$ cat config.mk
export PLATFORM = sky130hd
export DESIGN_NAME = online_mean_stddev_checkpoints_core
export DESIGN_NICKNAME = d
export VERILOG_FILES = /design/src/rtl/core/omsc_pkg.sv /design/src/rtl/core/online_mean_stddev_checkpoints_core.sv /design/src/rtl/core/omsc_div.sv /design/src/rtl/core/omsc_sqrt.sv /design/src/rtl/core/omsc_dp.sv /design/src/rtl/core/omsc_ctrl.sv
export SDC_FILE = /design/constraint.sdc
export NUM_CORES = 2
export LEC_CHECK = 0
export ABC_CLOCK_PERIOD_IN_PS = 9900
export BUFFER_PORTS_ARGS = -buffer_cell sky130_fd_sc_hd__clkbuf_2
export CAP_MARGIN = 40
export CORE_UTILIZATION = 45
export CTS_CLUSTER_SIZE = 16
export DETAILED_ROUTE_END_ITERATION = 6
export HOLD_SLACK_MARGIN = 0.05
export PLACE_DENSITY = 0.64
export SLEW_MARGIN = 20
export SYNTH_ARGS = -nofsm -noshare
export SYNTH_HDL_FRONTEND = slang
export SYNTH_HIERARCHICAL = 1
export SYNTH_SLANG_ARGS = --single-unit
export TNS_END_PERCENT = 1
$ cat constraint.sdc
create_clock -name clk -period 9.9 [get_ports clk]
set_input_delay 0.495 -clock clk [delete_from_list [all_inputs] [get_ports clk]]
set_output_delay 0.495 -clock clk [all_outputs]
set_load 0.02 [all_outputs]
$ cat src/rtl/core/omsc_pkg.sv
// omsc_pkg: shared widths, codes, payload and control types for the online mean/stddev core
// used by every module under rtl/core; depends on nothing
`timescale 1ns / 1ps

package omsc_pkg;

  localparam int COUNT_BITS    = 24;
  localparam int SAMPLE_BITS   = 32;
  localparam int CFG_BITS      = 24;
  localparam int MODE_BITS     = 2;
  localparam int CFG_ADDR_BITS = 2;
  localparam int SUM_BITS      = 64;
  localparam int DIV_BITS      = 64;
  localparam int DVS_BITS      = (COUNT_BITS > CFG_BITS) ? COUNT_BITS : CFG_BITS;
  localparam int ITER_BITS     = $clog2(DIV_BITS + 1);
  localparam int ROOT_BITS     = SUM_BITS / 2;
  localparam int DELTA_BITS    = SAMPLE_BITS + 1;
  localparam int PROD_BITS     = 2 * DELTA_BITS;
  localparam int PCT_BITS      = 7;
  localparam int PCT_N         = 8;
  localparam int PCT_IDX_BITS  = $clog2(PCT_N);

  localparam logic [CFG_BITS-1:0]  TOTAL_RST    = CFG_BITS'(1000);
  localparam logic [CFG_BITS-1:0]  INTERVAL_RST = CFG_BITS'(100);

  typedef enum logic [CFG_ADDR_BITS-1:0] {
    REG_TOTAL    = 2'd0,
    REG_MODE     = 2'd1,
    REG_INTERVAL = 2'd2
  } reg_idx_t;

  typedef enum logic [MODE_BITS-1:0] {
    MODE_NONE     = 2'd0,
    MODE_INTERVAL = 2'd1,
    MODE_SMART    = 2'd2
  } mode_t;

  typedef enum logic [1:0] {
    DIV_MEAN = 2'd0,
    DIV_MOD  = 2'd1,
    DIV_SD   = 2'd2
  } div_op_t;

  typedef struct packed {
    logic signed [SAMPLE_BITS-1:0] sample_value;
    logic                          sample_invalid;
  } in_t;

  typedef struct packed {
    logic                          record_kind;
    logic [COUNT_BITS-1:0]         sample_count;
    logic [COUNT_BITS-1:0]         valid_count;
    logic signed [SAMPLE_BITS-1:0] mean_value;
    logic [SAMPLE_BITS-1:0]        std_deviation;
    logic signed [SAMPLE_BITS-1:0] minimum;
    logic signed [SAMPLE_BITS-1:0] maximum;
    logic                          no_valid;
    logic                          last_result;
  } out_t;

  typedef struct packed {
    logic    load;
    logic    div_start;
    div_op_t div_op;
    logic    mean_upd;
    logic    mul_start;
    logic    acc_upd;
    logic    sched;
    logic    pct_step;
    logic    mod_done;
    logic    sqrt_start;
    logic    sd_ld;
    logic    sd_zero;
    logic    emit_cp;
    logic    emit_fin;
  } cmd_t;

  typedef struct packed {
    logic sample_ok;
    logic n_zero;
    logic div_done;
    logic mul_done;
    logic sqrt_done;
    logic smart;
    logic mod_need;
    logic pct_last;
    logic hit;
    logic final_rec;
    logic multi_valid;
    logic out_taken;
  } stat_t;

  // percent points of the smart schedule
  function automatic logic [PCT_BITS-1:0] pct_value(input logic [PCT_IDX_BITS-1:0] idx);
    logic [PCT_BITS-1:0] p;
    case (idx)
      3'd0:    p = 7'd1;
      3'd1:    p = 7'd5;
      3'd2:    p = 7'd10;
      3'd3:    p = 7'd25;
      3'd4:    p = 7'd50;
      3'd5:    p = 7'd75;
      3'd6:    p = 7'd90;
      default: p = 7'd95;
    endcase
    return p;
  endfunction

endpackage

$ cat src/rtl/core/online_mean_stddev_checkpoints_core.sv
// online_mean_stddev_checkpoints_core: top level joining sequencer and datapath
// depends on omsc_pkg, omsc_ctrl, omsc_dp (which holds omsc_div and omsc_sqrt)
`timescale 1ns / 1ps

// Takes one Q16.16 sample per transaction, keeps a Welford running mean, a saturating
// squared-deviation sum and min/max, and emits checkpoint and end-of-run records on
// the out channel. One transaction is handled at a time: an invalid sample skips the
// divider and multiplier, a valid one passes the bit-serial divider and the shift-add
// multiplier; smart mode steps the percent points, interval mode runs a modulo
// division, and a record adds divider, square-root and emit steps before the out
// handshake. in_ready is low until the last record of the transaction is taken.
module online_mean_stddev_checkpoints_core (
  input  logic                                 clk,
  input  logic                                 rst_n,
  input  logic                                 cfg_we,
  input  logic [omsc_pkg::CFG_ADDR_BITS-1:0]   cfg_addr,
  input  logic [omsc_pkg::CFG_BITS-1:0]        cfg_wdata,
  input  logic                                 in_valid,
  output logic                                 in_ready,
  input  omsc_pkg::in_t                        in_data,
  output logic                                 out_valid,
  input  logic                                 out_ready,
  output omsc_pkg::out_t                       out_data
);

  omsc_pkg::cmd_t  cmd;
  omsc_pkg::stat_t stat;

  omsc_ctrl u_ctrl (
    .clk      (clk),
    .rst_n    (rst_n),
    .in_valid (in_valid),
    .in_ready (in_ready),
    .stat     (stat),
    .cmd      (cmd)
  );

  omsc_dp u_dp (
    .clk       (clk),
    .rst_n     (rst_n),
    .cfg_we    (cfg_we),
    .cfg_addr  (cfg_addr),
    .cfg_wdata (cfg_wdata),
    .in_data   (in_data),
    .cmd       (cmd),
    .stat      (stat),
    .out_valid (out_valid),
    .out_ready (out_ready),
    .out_data  (out_data)
  );

  // no new transaction while a record is pending
  a_no_accept_pending: assert property (@(posedge clk) disable iff (!rst_n)
    out_valid |-> !in_ready)
    else $error("input accepted while a record is pending");

  a_final_is_last: assert property (@(posedge clk) disable iff (!rst_n)
    (out_valid && out_data.record_kind) |-> out_data.last_result)
    else $error("summary record not marked last");

  a_checkpoint_extremes: assert property (@(posedge clk) disable iff (!rst_n)
    (out_valid && !out_data.record_kind) |->
      (out_data.minimum == '0 && out_data.maximum == '0))
    else $error("checkpoint carries extremes");

  a_no_valid_zero: assert property (@(posedge clk) disable iff (!rst_n)
    (out_valid && out_data.no_valid) |->
      (out_data.mean_value == '0 && out_data.std_deviation == '0 &&
       out_data.valid_count == '0))
    else $error("empty run record has statistics");

endmodule

$ cat src/rtl/core/omsc_div.sv
// omsc_div: restoring divider, one quotient bit per cycle, dividend left-aligned
// depends on omsc_pkg for widths
`timescale 1ns / 1ps

module omsc_div (
  input  logic                                clk,
  input  logic                                rst_n,
  input  logic                                start,
  input  logic [omsc_pkg::DIV_BITS-1:0]       dividend,
  input  logic [omsc_pkg::DVS_BITS-1:0]       divisor,
  input  logic [omsc_pkg::ITER_BITS-1:0]      iters,
  output logic [omsc_pkg::DIV_BITS-1:0]       quotient,
  output logic [omsc_pkg::DVS_BITS-1:0]       remainder,
  output logic                                done
);

  localparam int DW = omsc_pkg::DIV_BITS;
  localparam int VW = omsc_pkg::DVS_BITS;

  logic [DW-1:0]                    quo_r, quo_nxt;
  logic [VW-1:0]                    rem_r, rem_nxt;
  logic [VW-1:0]                    dvs_r;
  logic [omsc_pkg::ITER_BITS-1:0]   cnt_r;
  logic                             busy_r;
  logic                             done_r;
  logic [VW:0]                      trial;
  logic [VW:0]                      diff;

  always_comb begin
    trial = {rem_r, quo_r[DW-1]};
    diff  = trial - {1'b0, dvs_r};
    if (trial >= {1'b0, dvs_r}) begin
      rem_nxt = diff[VW-1:0];
      quo_nxt = {quo_r[DW-2:0], 1'b1};
    end else begin
      rem_nxt = trial[VW-1:0];
      quo_nxt = {quo_r[DW-2:0], 1'b0};
    end
  end

  always_ff @(posedge clk) begin
    if (!rst_n) begin
      busy_r <= 1'b0;
      done_r <= 1'b0;
      cnt_r  <= '0;
    end else begin
      done_r <= busy_r && (cnt_r == omsc_pkg::ITER_BITS'(1));
      if (start) begin
        busy_r <= 1'b1;
        cnt_r  <= iters;
      end else if (busy_r) begin
        cnt_r <= cnt_r - 1'b1;
        if (cnt_r == omsc_pkg::ITER_BITS'(1)) begin
          busy_r <= 1'b0;
        end
      end
    end
  end

  always_ff @(posedge clk) begin
    if (start) begin
      quo_r <= dividend;
      rem_r <= '0;
      dvs_r <= divisor;
    end else if (busy_r) begin
      quo_r <= quo_nxt;
      rem_r <= rem_nxt;
    end
  end

  assign quotient  = quo_r;
  assign remainder = rem_r;
  assign done      = done_r;

endmodule

$ cat src/rtl/core/omsc_sqrt.sv
// omsc_sqrt: bit-pair floor square root, one result bit per cycle
// depends on omsc_pkg for widths
`timescale 1ns / 1ps

module omsc_sqrt (
  input  logic                               clk,
  input  logic                               rst_n,
  input  logic                               start,
  input  logic [omsc_pkg::SUM_BITS-1:0]      radicand,
  output logic [omsc_pkg::ROOT_BITS-1:0]     root,
  output logic                               done
);

  localparam int XW = omsc_pkg::SUM_BITS;
  localparam int RW = omsc_pkg::ROOT_BITS;
  localparam int CW = $clog2(RW + 1);

  logic [XW-1:0]   x_r;
  logic [RW+1:0]   rem_r;
  logic [RW-1:0]   root_r;
  logic [CW-1:0]   cnt_r;
  logic            busy_r;
  logic            done_r;
  logic [RW+1:0]   r2;
  logic [RW+1:0]   trial;

  always_comb begin
    r2    = {rem_r[RW-1:0], x_r[XW-1:XW-2]};
    trial = {root_r, 2'b01};
  end

  always_ff @(posedge clk) begin
    if (!rst_n) begin
      busy_r <= 1'b0;
      done_r <= 1'b0;
      cnt_r  <= '0;
    end else begin
      done_r <= busy_r && (cnt_r == CW'(1));
      if (start) begin
        busy_r <= 1'b1;
        cnt_r  <= CW'(RW);
      end else if (busy_r) begin
        cnt_r <= cnt_r - 1'b1;
        if (cnt_r == CW'(1)) begin
          busy_r <= 1'b0;
        end
      end
    end
  end

  always_ff @(posedge clk) begin
    if (start) begin
      x_r    <= radicand;
      rem_r  <= '0;
      root_r <= '0;
    end else if (busy_r) begin
      x_r <= {x_r[XW-3:0], 2'b00};
      if (r2 >= trial) begin
        rem_r  <= r2 - trial;
        root_r <= {root_r[RW-2:0], 1'b1};
      end else begin
        rem_r  <= r2;
        root_r <= {root_r[RW-2:0], 1'b0};
      end
    end
  end

  assign root = root_r;
  assign done = done_r;

endmodule

$ cat src/rtl/core/omsc_dp.sv
// omsc_dp: datapath with config and run registers, shift-add multiplier, schedule
// checks and the output register; uses omsc_pkg, omsc_div and omsc_sqrt
`timescale 1ns / 1ps

module omsc_dp (
  input  logic                                 clk,
  input  logic                                 rst_n,
  input  logic                                 cfg_we,
  input  logic [omsc_pkg::CFG_ADDR_BITS-1:0]   cfg_addr,
  input  logic [omsc_pkg::CFG_BITS-1:0]        cfg_wdata,
  input  omsc_pkg::in_t                        in_data,
  input  omsc_pkg::cmd_t                       cmd,
  output omsc_pkg::stat_t                      stat,
  output logic                                 out_valid,
  input  logic                                 out_ready,
  output omsc_pkg::out_t                       out_data
);

  localparam int C   = omsc_pkg::COUNT_BITS;
  localparam int S   = omsc_pkg::SAMPLE_BITS;
  localparam int D   = omsc_pkg::DELTA_BITS;
  localparam int PW  = omsc_pkg::PROD_BITS;
  localparam int PX  = (PW > 65) ? PW : 65;
  localparam int SW  = omsc_pkg::SUM_BITS;
  localparam int DW  = omsc_pkg::DIV_BITS;
  localparam int VW  = omsc_pkg::DVS_BITS;
  localparam int LW  = (C > omsc_pkg::CFG_BITS) ? C : omsc_pkg::CFG_BITS;
  localparam int QW  = C + omsc_pkg::PCT_BITS + 1;
  localparam int MCW = $clog2(D + 1);

  // configuration
  logic [omsc_pkg::CFG_BITS-1:0]   total_r;
  logic [omsc_pkg::MODE_BITS-1:0]  mode_r;
  logic [omsc_pkg::CFG_BITS-1:0]   interval_r;

  // run state
  logic [C-1:0]          cnt_r;
  logic [C-1:0]          vcnt_r;
  logic signed [S-1:0]   mean_r;
  logic [SW-1:0]         sum_r;
  logic signed [S-1:0]   min_r;
  logic signed [S-1:0]   max_r;
  logic [C-1:0]          pow_r;

  // per transaction
  logic                  ok_r;
  logic signed [S-1:0]   v_r;
  logic signed [D-1:0]   delta_r;
  logic [D-1:0]          mul_a_r;
  logic [PW-1:0]         p_r;
  logic [MCW-1:0]        mcnt_r;
  logic                  mbusy_r;
  logic                  mdone_r;
  logic                  hit_r;
  logic                  final_r;
  logic [omsc_pkg::PCT_IDX_BITS-1:0] pidx_r;
  logic [S-1:0]          sd_r;
  logic                  out_valid_r;
  omsc_pkg::out_t        out_data_r;

  logic [C-1:0]          limit;
  logic [LW-1:0]         total_w;
  logic [LW-1:0]         cmax_w;
  logic signed [S-1:0]   smp;
  logic signed [D-1:0]   delta_in;
  logic [D-1:0]          abs_delta;
  logic signed [S+1:0]   q_signed;
  logic signed [S+1:0]   mean_sum;
  logic signed [S-1:0]   mean_new;
  logic signed [D-1:0]   delta2;
  logic [D-1:0]          abs_delta2;
  logic [D:0]            mul_upper;
  logic [PX-1:0]         p_ext;
  logic [SW-1:0]         prod_sat;
  logic [SW:0]           sum_add;
  logic [C+3:0]          pow_x10;
  logic [QW-1:0]         pct_x;
  logic [QW-1:0]         pct_y;
  logic                  pct_hit;
  logic [DW-1:0]         div_dividend;
  logic [VW-1:0]         div_divisor;
  logic [omsc_pkg::ITER_BITS-1:0] div_iters;
  logic [DW-1:0]         div_quo;
  logic [VW-1:0]         div_rem;
  logic                  div_done;
  logic [omsc_pkg::ROOT_BITS-1:0] sq_root;
  logic                  sq_done;
  logic                  none;
  logic                  sched_hit;
  logic                  final_now;
  omsc_pkg::out_t        rec;

  always_comb begin
    total_w = LW'(total_r);
    cmax_w  = LW'({C{1'b1}});
    limit   = (total_w > cmax_w) ? C'(cmax_w) : C'(total_w);
  end

  // sample, deltas and magnitudes
  always_comb begin
    smp        = in_data.sample_value;
    delta_in   = D'(smp) - D'(mean_r);
    abs_delta  = delta_r[D-1] ? D'(-delta_r) : D'(delta_r);
    q_signed   = (S+2)'($signed({1'b0, div_quo[D-1:0]}));
    if (delta_r[D-1]) begin
      q_signed = -q_signed;
    end
    if (vcnt_r == '0) begin
      q_signed = '0;
    end
    mean_sum   = (S+2)'(mean_r) + q_signed;
    mean_new   = S'(mean_sum);
    delta2     = D'(v_r) - D'(mean_r);
    abs_delta2 = delta2[D-1] ? D'(-delta2) : D'(delta2);
  end

  // multiplier step and saturation of the product and the sum
  always_comb begin
    mul_upper = {1'b0, p_r[PW-1:D]} + (p_r[0] ? {1'b0, mul_a_r} : '0);
    p_ext     = PX'(p_r);
    prod_sat  = (|p_ext[PX-1:SW]) ? '1 : p_ext[SW-1:0];
    sum_add   = {1'b0, sum_r} + {1'b0, prod_sat};
  end

  // schedule checks
  always_comb begin
    pow_x10   = {pow_r, 3'b000} + {2'b00, pow_r, 1'b0};
    final_now = (cnt_r >= limit);
    sched_hit = 1'b0;
    if (mode_r == omsc_pkg::MODE_INTERVAL) begin
      sched_hit = (cnt_r == limit);
    end else if (mode_r == omsc_pkg::MODE_SMART) begin
      sched_hit = (cnt_r == limit) || ((cnt_r == pow_r) && (cnt_r < limit));
    end
    // c equals floor(limit*p/100) when 100c <= limit*p < 100c+100
    pct_x   = QW'(limit) * QW'(omsc_pkg::pct_value(pidx_r));
    pct_y   = QW'(cnt_r) * QW'(100);
    pct_hit = (cnt_r != '0) && (pct_x >= pct_y) && (pct_x < pct_y + QW'(100));
  end

  // divider operand select
  always_comb begin
    case (cmd.div_op)
      omsc_pkg::DIV_MEAN: begin
        div_dividend = {abs_delta, {(DW-D){1'b0}}};
        div_divisor  = VW'(vcnt_r);
        div_iters    = omsc_pkg::ITER_BITS'(D);
      end
      omsc_pkg::DIV_MOD: begin
        div_dividend = {cnt_r, {(DW-C){1'b0}}};
        div_divisor  = VW'(interval_r);
        div_iters    = omsc_pkg::ITER_BITS'(C);
      end
      default: begin
        div_dividend = DW'(sum_r);
        div_divisor  = VW'(vcnt_r - 1'b1);
        div_iters    = omsc_pkg::ITER_BITS'(DW);
      end
    endcase
  end

  omsc_div u_div (
    .clk       (clk),
    .rst_n     (rst_n),
    .start     (cmd.div_start),
    .dividend  (div_dividend),
    .divisor   (div_divisor),
    .iters     (div_iters),
    .quotient  (div_quo),
    .remainder (div_rem),
    .done      (div_done)
  );

  omsc_sqrt u_sqrt (
    .clk      (clk),
    .rst_n    (rst_n),
    .start    (cmd.sqrt_start),
    .radicand (SW'(div_quo)),
    .root     (sq_root),
    .done     (sq_done)
  );

  // result record from the current run state
  always_comb begin
    none               = (vcnt_r == '0);
    rec.record_kind    = cmd.emit_fin;
    rec.sample_count   = cnt_r;
    rec.valid_count    = vcnt_r;
    rec.mean_value     = none ? '0 : mean_r;
    rec.std_deviation  = none ? '0 : sd_r;
    rec.minimum        = (none || !cmd.emit_fin) ? '0 : min_r;
    rec.maximum        = (none || !cmd.emit_fin) ? '0 : max_r;
    rec.no_valid       = none;
    rec.last_result    = cmd.emit_fin || !final_r;
  end

  always_ff @(posedge clk) begin
    if (!rst_n) begin
      total_r     <= omsc_pkg::TOTAL_RST;
      mode_r      <= omsc_pkg::MODE_NONE;
      interval_r  <= omsc_pkg::INTERVAL_RST;
      cnt_r       <= '0;
      vcnt_r      <= '0;
      mean_r      <= '0;
      sum_r       <= '0;
      min_r       <= {1'b0, {(S-1){1'b1}}};
      max_r       <= {1'b1, {(S-1){1'b0}}};
      pow_r       <= C'(10);
      ok_r        <= 1'b0;
      hit_r       <= 1'b0;
      final_r     <= 1'b0;
      pidx_r      <= '0;
      mbusy_r     <= 1'b0;
      mdone_r     <= 1'b0;
      mcnt_r      <= '0;
      out_valid_r <= 1'b0;
    end else begin
      if (cfg_we) begin
        case (cfg_addr)
          omsc_pkg::REG_TOTAL:    total_r    <= cfg_wdata;
          omsc_pkg::REG_MODE:     mode_r     <= cfg_wdata[omsc_pkg::MODE_BITS-1:0];
          omsc_pkg::REG_INTERVAL: interval_r <= cfg_wdata;
          default: ;
        endcase
      end

      if (cmd.load) begin
        ok_r  <= !in_data.sample_invalid;
        cnt_r <= cnt_r + 1'b1;
        if (!in_data.sample_invalid) begin
          vcnt_r <= vcnt_r + 1'b1;
          if (smp < min_r) min_r <= smp;
          if (smp > max_r) max_r <= smp;
        end
      end

      if (cmd.mean_upd) begin
        mean_r <= mean_new;
      end

      mdone_r <= mbusy_r && (mcnt_r == MCW'(1));
      if (cmd.mul_start) begin
        mbusy_r <= 1'b1;
        mcnt_r  <= MCW'(D);
      end else if (mbusy_r) begin
        mcnt_r <= mcnt_r - 1'b1;
        if (mcnt_r == MCW'(1)) mbusy_r <= 1'b0;
      end

      if (cmd.acc_upd) begin
        sum_r <= sum_add[SW] ? '1 : sum_add[SW-1:0];
      end

      if (cmd.sched) begin
        hit_r   <= sched_hit;
        final_r <= final_now;
        pidx_r  <= '0;
        if (cnt_r == pow_r) begin
          pow_r <= (pow_x10 <= (C+4)'({C{1'b1}})) ? C'(pow_x10) : '0;
        end
      end

      if (cmd.pct_step) begin
        pidx_r <= pidx_r + 1'b1;
        if (pct_hit) hit_r <= 1'b1;
      end

      if (cmd.mod_done && (div_rem == '0)) begin
        hit_r <= 1'b1;
      end

      // a new record may be loaded in the cycle the previous one is taken
      out_valid_r <= cmd.emit_cp || cmd.emit_fin || (out_valid_r && !out_ready);

      // the summary clears the run once its record is latched
      if (cmd.emit_fin) begin
        cnt_r  <= '0;
        vcnt_r <= '0;
        mean_r <= '0;
        sum_r  <= '0;
        min_r  <= {1'b0, {(S-1){1'b1}}};
        max_r  <= {1'b1, {(S-1){1'b0}}};
        pow_r  <= C'(10);
      end
    end
  end

  always_ff @(posedge clk) begin
    if (cmd.load) begin
      v_r     <= smp;
      delta_r <= delta_in;
    end
    if (cmd.mul_start) begin
      mul_a_r <= abs_delta;
      p_r     <= {{D{1'b0}}, abs_delta2};
    end else if (mbusy_r) begin
      p_r <= {mul_upper, p_r[D-1:1]};
    end
    if (cmd.sd_zero) begin
      sd_r <= '0;
    end else if (cmd.sd_ld) begin
      sd_r <= S'(sq_root);
    end
    if (cmd.emit_cp || cmd.emit_fin) begin
      out_data_r <= rec;
    end
  end

  always_comb begin
    stat.sample_ok   = ok_r;
    stat.n_zero      = (vcnt_r == '0);
    stat.div_done    = div_done;
    stat.mul_done    = mdone_r;
    stat.sqrt_done   = sq_done;
    stat.smart       = (mode_r == omsc_pkg::MODE_SMART);
    stat.mod_need    = (mode_r == omsc_pkg::MODE_INTERVAL) && (interval_r != '0) &&
                       (cnt_r <= limit);
    stat.pct_last    = (pidx_r == omsc_pkg::PCT_IDX_BITS'(omsc_pkg::PCT_N - 1));
    stat.hit         = hit_r;
    stat.final_rec   = final_r;
    stat.multi_valid = (vcnt_r > C'(1));
    stat.out_taken   = out_valid_r && out_ready;
  end

  assign out_valid = out_valid_r;
  assign out_data  = out_data_r;

endmodule

$ cat src/rtl/core/omsc_ctrl.sv
// omsc_ctrl: sequencer that steps one transaction through update, schedule and emit
// depends on omsc_pkg for the command and status types
`timescale 1ns / 1ps

module omsc_ctrl (
  input  logic             clk,
  input  logic             rst_n,
  input  logic             in_valid,
  output logic             in_ready,
  input  omsc_pkg::stat_t  stat,
  output omsc_pkg::cmd_t   cmd
);

  typedef enum logic [16:0] {
    ST_IDLE     = 17'h00001,
    ST_START    = 17'h00002,
    ST_DIVM     = 17'h00004,
    ST_MEAN     = 17'h00008,
    ST_MULS     = 17'h00010,
    ST_MUL      = 17'h00020,
    ST_ACC      = 17'h00040,
    ST_SCHED    = 17'h00080,
    ST_CHECK    = 17'h00100,
    ST_PCT      = 17'h00200,
    ST_MOD      = 17'h00400,
    ST_SD       = 17'h00800,
    ST_DIVSD    = 17'h01000,
    ST_SQRT     = 17'h02000,
    ST_EMIT     = 17'h04000,
    ST_WAIT_CP  = 17'h08000,
    ST_WAIT_FIN = 17'h10000
  } state_t;

  state_t state_r, state_nxt;

  always_comb begin
    state_nxt = state_r;
    cmd       = '0;
    cmd.div_op = omsc_pkg::DIV_MEAN;
    in_ready  = 1'b0;
    case (state_r)
      ST_IDLE: begin
        in_ready = 1'b1;
        if (in_valid) begin
          cmd.load  = 1'b1;
          state_nxt = ST_START;
        end
      end
      ST_START: begin
        if (!stat.sample_ok) begin
          state_nxt = ST_SCHED;
        end else if (stat.n_zero) begin
          state_nxt = ST_MEAN;
        end else begin
          cmd.div_start = 1'b1;
          cmd.div_op    = omsc_pkg::DIV_MEAN;
          state_nxt     = ST_DIVM;
        end
      end
      ST_DIVM: if (stat.div_done) state_nxt = ST_MEAN;
      ST_MEAN: begin
        cmd.mean_upd = 1'b1;
        state_nxt    = ST_MULS;
      end
      ST_MULS: begin
        cmd.mul_start = 1'b1;
        state_nxt     = ST_MUL;
      end
      ST_MUL: if (stat.mul_done) state_nxt = ST_ACC;
      ST_ACC: begin
        cmd.acc_upd = 1'b1;
        state_nxt   = ST_SCHED;
      end
      ST_SCHED: begin
        cmd.sched = 1'b1;
        state_nxt = ST_CHECK;
      end
      ST_CHECK: begin
        if (stat.smart) begin
          state_nxt = ST_PCT;
        end else if (stat.mod_need) begin
          cmd.div_start = 1'b1;
          cmd.div_op    = omsc_pkg::DIV_MOD;
          state_nxt     = ST_MOD;
        end else begin
          state_nxt = ST_SD;
        end
      end
      ST_PCT: begin
        cmd.pct_step = 1'b1;
        if (stat.pct_last) state_nxt = ST_SD;
      end
      ST_MOD: begin
        if (stat.div_done) begin
          cmd.mod_done = 1'b1;
          state_nxt    = ST_SD;
        end
      end
      ST_SD: begin
        if (!(stat.hit || stat.final_rec)) begin
          state_nxt = ST_IDLE;
        end else if (stat.multi_valid) begin
          cmd.div_start = 1'b1;
          cmd.div_op    = omsc_pkg::DIV_SD;
          state_nxt     = ST_DIVSD;
        end else begin
          cmd.sd_zero = 1'b1;
          state_nxt   = ST_EMIT;
        end
      end
      ST_DIVSD: begin
        if (stat.div_done) begin
          cmd.sqrt_start = 1'b1;
          state_nxt      = ST_SQRT;
        end
      end
      ST_SQRT: begin
        if (stat.sqrt_done) begin
          cmd.sd_ld = 1'b1;
          state_nxt = ST_EMIT;
        end
      end
      ST_EMIT: begin
        if (stat.hit) begin
          cmd.emit_cp = 1'b1;
          state_nxt   = ST_WAIT_CP;
        end else begin
          cmd.emit_fin = 1'b1;
          state_nxt    = ST_WAIT_FIN;
        end
      end
      ST_WAIT_CP: begin
        if (stat.out_taken) begin
          if (stat.final_rec) begin
            cmd.emit_fin = 1'b1;
            state_nxt    = ST_WAIT_FIN;
          end else begin
            state_nxt = ST_IDLE;
          end
        end
      end
      ST_WAIT_FIN: if (stat.out_taken) state_nxt = ST_IDLE;
      default: state_nxt = ST_IDLE;
    endcase
  end

  always_ff @(posedge clk) begin
    if (!rst_n) begin
      state_r <= ST_IDLE;
    end else begin
      state_r <= state_nxt;
    end
  end

endmodule

---- After elaboration in Yosys (flattened, before gate mapping) ----
Index checks and enable logic that the tools add are counted.
W data, S select, Z words.
cells by class
  add/sub/neg operators ................... 19
  $mul .................................... 2
  $lt $le $gt $ge ......................... 12
  equality and inequality tests ........... 43
  multiplexer cells ....................... 93
  bitwise operators ....................... 2
  reduce and logical (&&, ||, !) cells .... 44
operators with widths
  operator                 count
  $mux W64                 6
  $pmux W17 S17            1
  $mux W17                 12
  $mux W33                 5
  $pmux W64 S2             1
  $mux W32                 3
  $mux W24                 3
  $neg A33 Y33             2
  $sub A32 B32 Y33         2
  $add A64 B64 Y65         1
  $pmux W7 S7              1
  $add A24 B1 Y24 const B  2
  $eq A24 B24 Y1           2
  $logic_not A24 Y1        2
  $pmux W24 S2             1
  $reduce_bool A24 Y1      2
  $mux W1                  38
  $add A33 B33 Y34         1
  $ge A34 B34 Y1           1
  $add A31 B7 Y32 const B  1
  $add A32 B32 Y32         1
  $gt A32 B32 Y1           1
  $lt A31 B32 Y1           1
  $lt A32 B32 Y1           1
  65 further kinds         124
storage, ports and cells
  bits in registers ....................... 946
  input port bits ......................... 64
  output and inout port bits .............. 181
  logic and storage cells ................. 263

---- Depth between registers and ports, before layout ----
  depth after elaboration ................. 11
  mapped depth ............................ 40

---- Cells and area by module ----
Netlist, hierarchy kept.
modules (own cells, without submodules)
  module     instances  cells an instance  area each (µm²)  seq. area each (µm²)
  omsc_dp    1          5650               50467.2          16535.9
  omsc_sqrt  1          720                7531.0           3363.2
  omsc_div   1          552                6337.3           3303.2
  omsc_ctrl  1          155                1127.3           340.3

---- Least setup slack after synthesis ----
OpenSTA, ideal clock, no wires.
  path kind ............................... flip-flop to flip-flop
  start ................................... reg u_dp/pidx_r[0] (netlist name)
  end ..................................... reg u_dp.hit_r
  library setup time ...................... 0.070 ns
  arrival time ............................ 7.971 ns
  data required time ...................... 9.830 ns
  slack ................................... 1.859 ns
  cell stages (with the launch flop) ...... 40
  clock period less this slack ............ 8.041 ns
  cell sequence ........................... dfxtp_1 inv_1 ha_1 clkbuf_1 nor2_1 a21oi_1 clkbuf_1 nor2_1 fa_1 inv_1 fa_1 inv_1 fa_1 inv_1 fa_1 inv_1 ha_1 a21oi_1 (+4 left out) o2111ai_1 a31o_2 a21oi_1 o21bai_1 a21oi_1 xnor2_1 ha_1 and3_1 nand3_1 nor3_1 nand3_1 nand3_1 a21oi_1 a211oi_1 nand2b_1 a2111oi_0 nor2_1 a21oi_1
between the ends
  cells in the longest elaborated chain, start to end .. 9
  elaborated cells between the ends (all ways) .. 16
  classes of those cells .................. 1 x mul; 2 x order compare; 6 x eq/ne; 4 x mux; 3 x reduce/logical
ends and longest elaborated chain
  element                                     RTL line        text
  start, declared                             omsc_dp.sv:56   logic [omsc_pkg::PCT_IDX_BITS-1:0] pidx_r;
  start signal, assigned                      omsc_dp.sv:264  pidx_r <= pidx_r + 1'b1;
  $eq A3 B3 Y1, or another cell as far along  omsc_pkg.sv:96  case (idx)
  $pmux W7 S7 (*)                             omsc_pkg.sv:96
  $mul A24 B7 Y31 (*)                         omsc_dp.sv:136  pct_x = QW'(limit) * QW'(omsc_pkg::pct_value(pidx_r));
  $ge A31 B31 Y1                              omsc_dp.sv:138  pct_hit = (cnt_r != '0) && (pct_x >= pct_y) && (pct_x < pct_y + QW'(100));
  $logic_and A1 B1 Y1                         omsc_dp.sv:138
  $logic_and A1 B1 Y1 (*)                     omsc_dp.sv:138
  $mux W1 (*)                                 omsc_dp.sv:265  if (pct_hit) hit_r <= 1'b1;
  $mux W1 (*)                                 omsc_dp.sv:263  if (cmd.pct_step) begin
  $mux W1 (*)                                 omsc_dp.sv:268  if (cmd.mod_done && (div_rem == '0)) begin
  end signal, assigned                        omsc_dp.sv:255  hit_r <= sched_hit;
  end, declared                               omsc_dp.sv:54   logic hit_r;
Mark *: on every way between the ends. The rest lies on a longest branch, timed or not.
A chain may end at the register's enable or synchronous reset.

---- Worst setup path in the final report ----
Same ends and word-level chain as after synthesis.

==> impl_metrics.env <==
export IMPL_cts_buffers=106
export IMPL_fin_crit_sh=0.905
export IMPL_violations="DRC"
export IMPL_ios=245
export IMPL_cts_tree="done"
export IMPL_crit_path_start="u_dp/pidx_r[0]"
export IMPL_slowest_stage="fa_1"
export IMPL_leakagePower_nw=30.5
export IMPL_drv_cap=0
export IMPL_setup_viol=0
export IMPL_grt_max_degree=99
export IMPL_drtIter0Drc=4071
export IMPL_routed_wl_um=185000
export IMPL_vias=53148
export IMPL_report_final_slew_viol_count=0
export IMPL_grt_pass1_vias=51106
export IMPL_synth_main_ff_cell="dfxtp_1"
export IMPL_status="finished with violations"
export IMPL_wl_met2_um=84400
export IMPL_critPathLaunchType="flop"
export IMPL_dieWidth_um=383
export IMPL_ys_types=107
export IMPL_skew_ns=0.0364
export IMPL_drc_errors=31
export IMPL_avgSynthCellArea_um2=9.25
export IMPL_htree_levels=3
export IMPL_holdCritPathClass="in -> reg"
export IMPL_worstHoldStart="in_data[25]"
export IMPL_worstPathRequired_ns=10.55
export IMPL_track_usage=0.246
export IMPL_place_gp_congestion=0.940
export IMPL_place_area_um2=68600
export IMPL_peakVddDrop_mv=0.122
export IMPL_ys_top_cells_by_area="edfxtp_1 (21%), dfxtp_1 (15%), ha_1 (11%), fa_1 (4.1%), a21oi_1 (3.9%)"
export IMPL_cts_buffer_depth=3
export IMPL_slew_headroom=0.414
export IMPL_rsz0062_at_grt="no"
export IMPL_power_per_cell_area_nw_per_um2=150
export IMPL_grt_ovfl_total=0
export IMPL_hold_viol=0
export IMPL_numPortBuffers=244
export IMPL_post_drt_wl_per_cell_um=20.1
export IMPL_critPathCaptureType="flop"
export IMPL_max_freq_mhz=112
export IMPL_synth_compound_area_frac=0.164
export IMPL_ys_ff_latch=945
export IMPL_netlist_area_leader_share=0.212
export IMPL_max_slew_worst_pin_slew_ns=0.857
export IMPL_synth_top_family_by_area="simple AND/OR/NAND/NOR gates"
export IMPL_wl_met1_um=83700
export IMPL_fin_crit_ns=8.96
export IMPL_async_flop_share=0
export IMPL_critPathKind="reg -> reg"
export IMPL_synthAdderAreaFrac=0.150
export IMPL_synth_top_area_cell="edfxtp_1"
export IMPL_antenna_left=0
export IMPL_netlist_area_um2=65500
export IMPL_yosys_warnings=6
export IMPL_viasPerCell=5.76
export IMPL_clk_latency_ns=0.73
export IMPL_final_area_um2=72600
export IMPL_postSynthCellCount=7077
export IMPL_start_util=0.455
export IMPL_dieArea_um2=147000
export IMPL_first_pass_iters=7
export IMPL_synth_common_cells="nor2_1 (665), ha_1 (571), a21oi_1 (510)"
export IMPL_yosysSeqAreaShare=0.360
export IMPL_synth_edf_count=462
export IMPL_layoutNonFillerInstCount=9227
export IMPL_grt_pass1_wl_um=288000
export IMPL_core_area_um2=144000
export IMPL_regToRegStartpoint="u_dp/pidx_r[0]"
export IMPL_fin_ws_ns=0.939
export IMPL_drive_above_1_share=0.100
export IMPL_path_clk_slew_ns=0.06
export IMPL_finalSetupTns_ns=0
export IMPL_syn_to_final_growth_pct=10.9
export IMPL_die_h_um=383
export IMPL_pre_cts_ws_ns=0.802
export IMPL_regArea_um2=23500
export IMPL_numPlacedInstances=8989
export IMPL_num_rows=139
export IMPL_synth_simple_gate_area_share=0.164
export IMPL_route_met3_wl_um=9790
export IMPL_antenna_found_initial=3
export IMPL_synthXorXnorAreaFrac=0.0614
export IMPL_path_max_fanout=39
export IMPL_whs_ns=0.106
export IMPL_hpwlAfterDp_um=138000
export IMPL_fill_cells=13314
export IMPL_synth_mux_area_frac=0.0533
export IMPL_fin_nets=7998
export IMPL_arrival_ns=9.61
export IMPL_multi_input_area_um2=38900
export IMPL_clock_sinks=945
export IMPL_synth_most_common_cell="nor2_1"
export IMPL_cpPeakStageDelay_ns=0.54
export IMPL_top_layer_used="met4"
export IMPL_root_buffer="clkbuf_16"
final cells by class:
type / instances / area share
multi-input cells: 5339 / 0.536
flip-flops and latches: 945 / 0.324
clock buffers: 142 / 0.0406
diodes: 3 / 0.000103
inverters: 483 / 0.0250
clock inverters: 59 / 0.00831
well taps: 1903 / 0.0328
repair buffers: 353 / 0.0324
per-layer routing:
| metal | global-route usage | up-vias |
|---|---|---|
| met3 | 0.0293 | 297 |
| li1 | - | 25696 |
| met1 | 0.334 | 25667 |
| met2 | 0.398 | 1488 |
| met5 | 0 | - |
| met4 | 0.0983 | 0 |
placed cells by master (no fill, tap or decap), types with 61 or more instances in the layout:
cell,instances
buf_4,61
a21o_1,204
nor3_1,117
nor2b_1,95
nand4_1,87
edfxtp_1,462
mux2i_1,197
nand2b_1,63
mux2_2,135
nor2_1,661
nand3_1,113
dfxtp_1,480
or3_1,126
ha_1,570
and2_1,130
nand2_1,459
xor2_1,185
clkbuf_16,108
inv_1,480
clkbuf_2,244
xnor2_1,274
and3_1,135
a211oi_1,73
a31oi_1,78
o21ai_0,328
a21oi_1,510
fa_1,135
critical path: cells and delay by family (launching register included):
kind | cells | cell delay [ns]
adders and majority gates | 7 | 3.25
DFF | 1 | 0.35
buffers and inverters | 2 | 0.55
AOI/OAI and AO/OA | 13 | 3.38
xor gates and xnor gates | 1 | 0.12
and+or+nand+nor | 9 | 1.21
power breakdown:
group          switching, W  leakage (nW)  internal (W)  total, W
clock               0.00170          1.73       0.00234   0.00404
sequential         0.000176          8.12       0.00428   0.00445
combinational       0.00146          20.7      0.000926   0.00239
total               0.00334          30.5       0.00754    0.0109
per-stage QoR:
stage	util	power, W
3_3_place_gp	0.475	0.00683
4_1_cts	0.502	0.0110
5_1_grt	0.504	0.0114
6_report	0.504	0.0109
2_1_floorplan	-	0.00624
3_5_place_dp	0.476	0.00687
registers in the layout, summed over array words and instances (netlist names), 32 cells and up:
name and flops:
u_dp/out_data 179, u_dp/p_ext 66, u_dp/sum_r 64, u_dp/u_div/quotient 64, u_dp/u_sqrt/x_r 64, u_dp/delta_r 33
u_dp/mul_a_r 33, u_dp/max_r 32, u_dp/mean_r 32, u_dp/min_r 32, u_dp/sd_r 32, u_dp/u_sqrt/rem_r 32
u_dp/u_sqrt/root 32, u_dp/v_r 32
what timing repair did:
item,in CTS,in global routing
endpoints found under the hold margin,37,0
buffers inserted,0,0
setup endpoints to repair,0,1
hold buffers,22,0
resized for setup,0,2
cells by family after synthesis:
kind of cell,Yosys count
simple gates,2175
compound gates,1665
flops,945
buf+inv,794
fa+ha+maj,706
xor+xnor,459
mux,332
other cells,1
worst paths after layout:
path | to | slack [ns] | cells after the start
worst max-delay path | u_dp/hit_r | 0.94 | 32
worst min register to register | u_dp/interval_r[0] | 0.49 | 2
worst max register to register | u_dp/hit_r | 0.94 | 32
worst min-delay path | u_dp/v_r[24] | 0.11 | 1
Note: power is estimated with default switching activity, not from simulation.
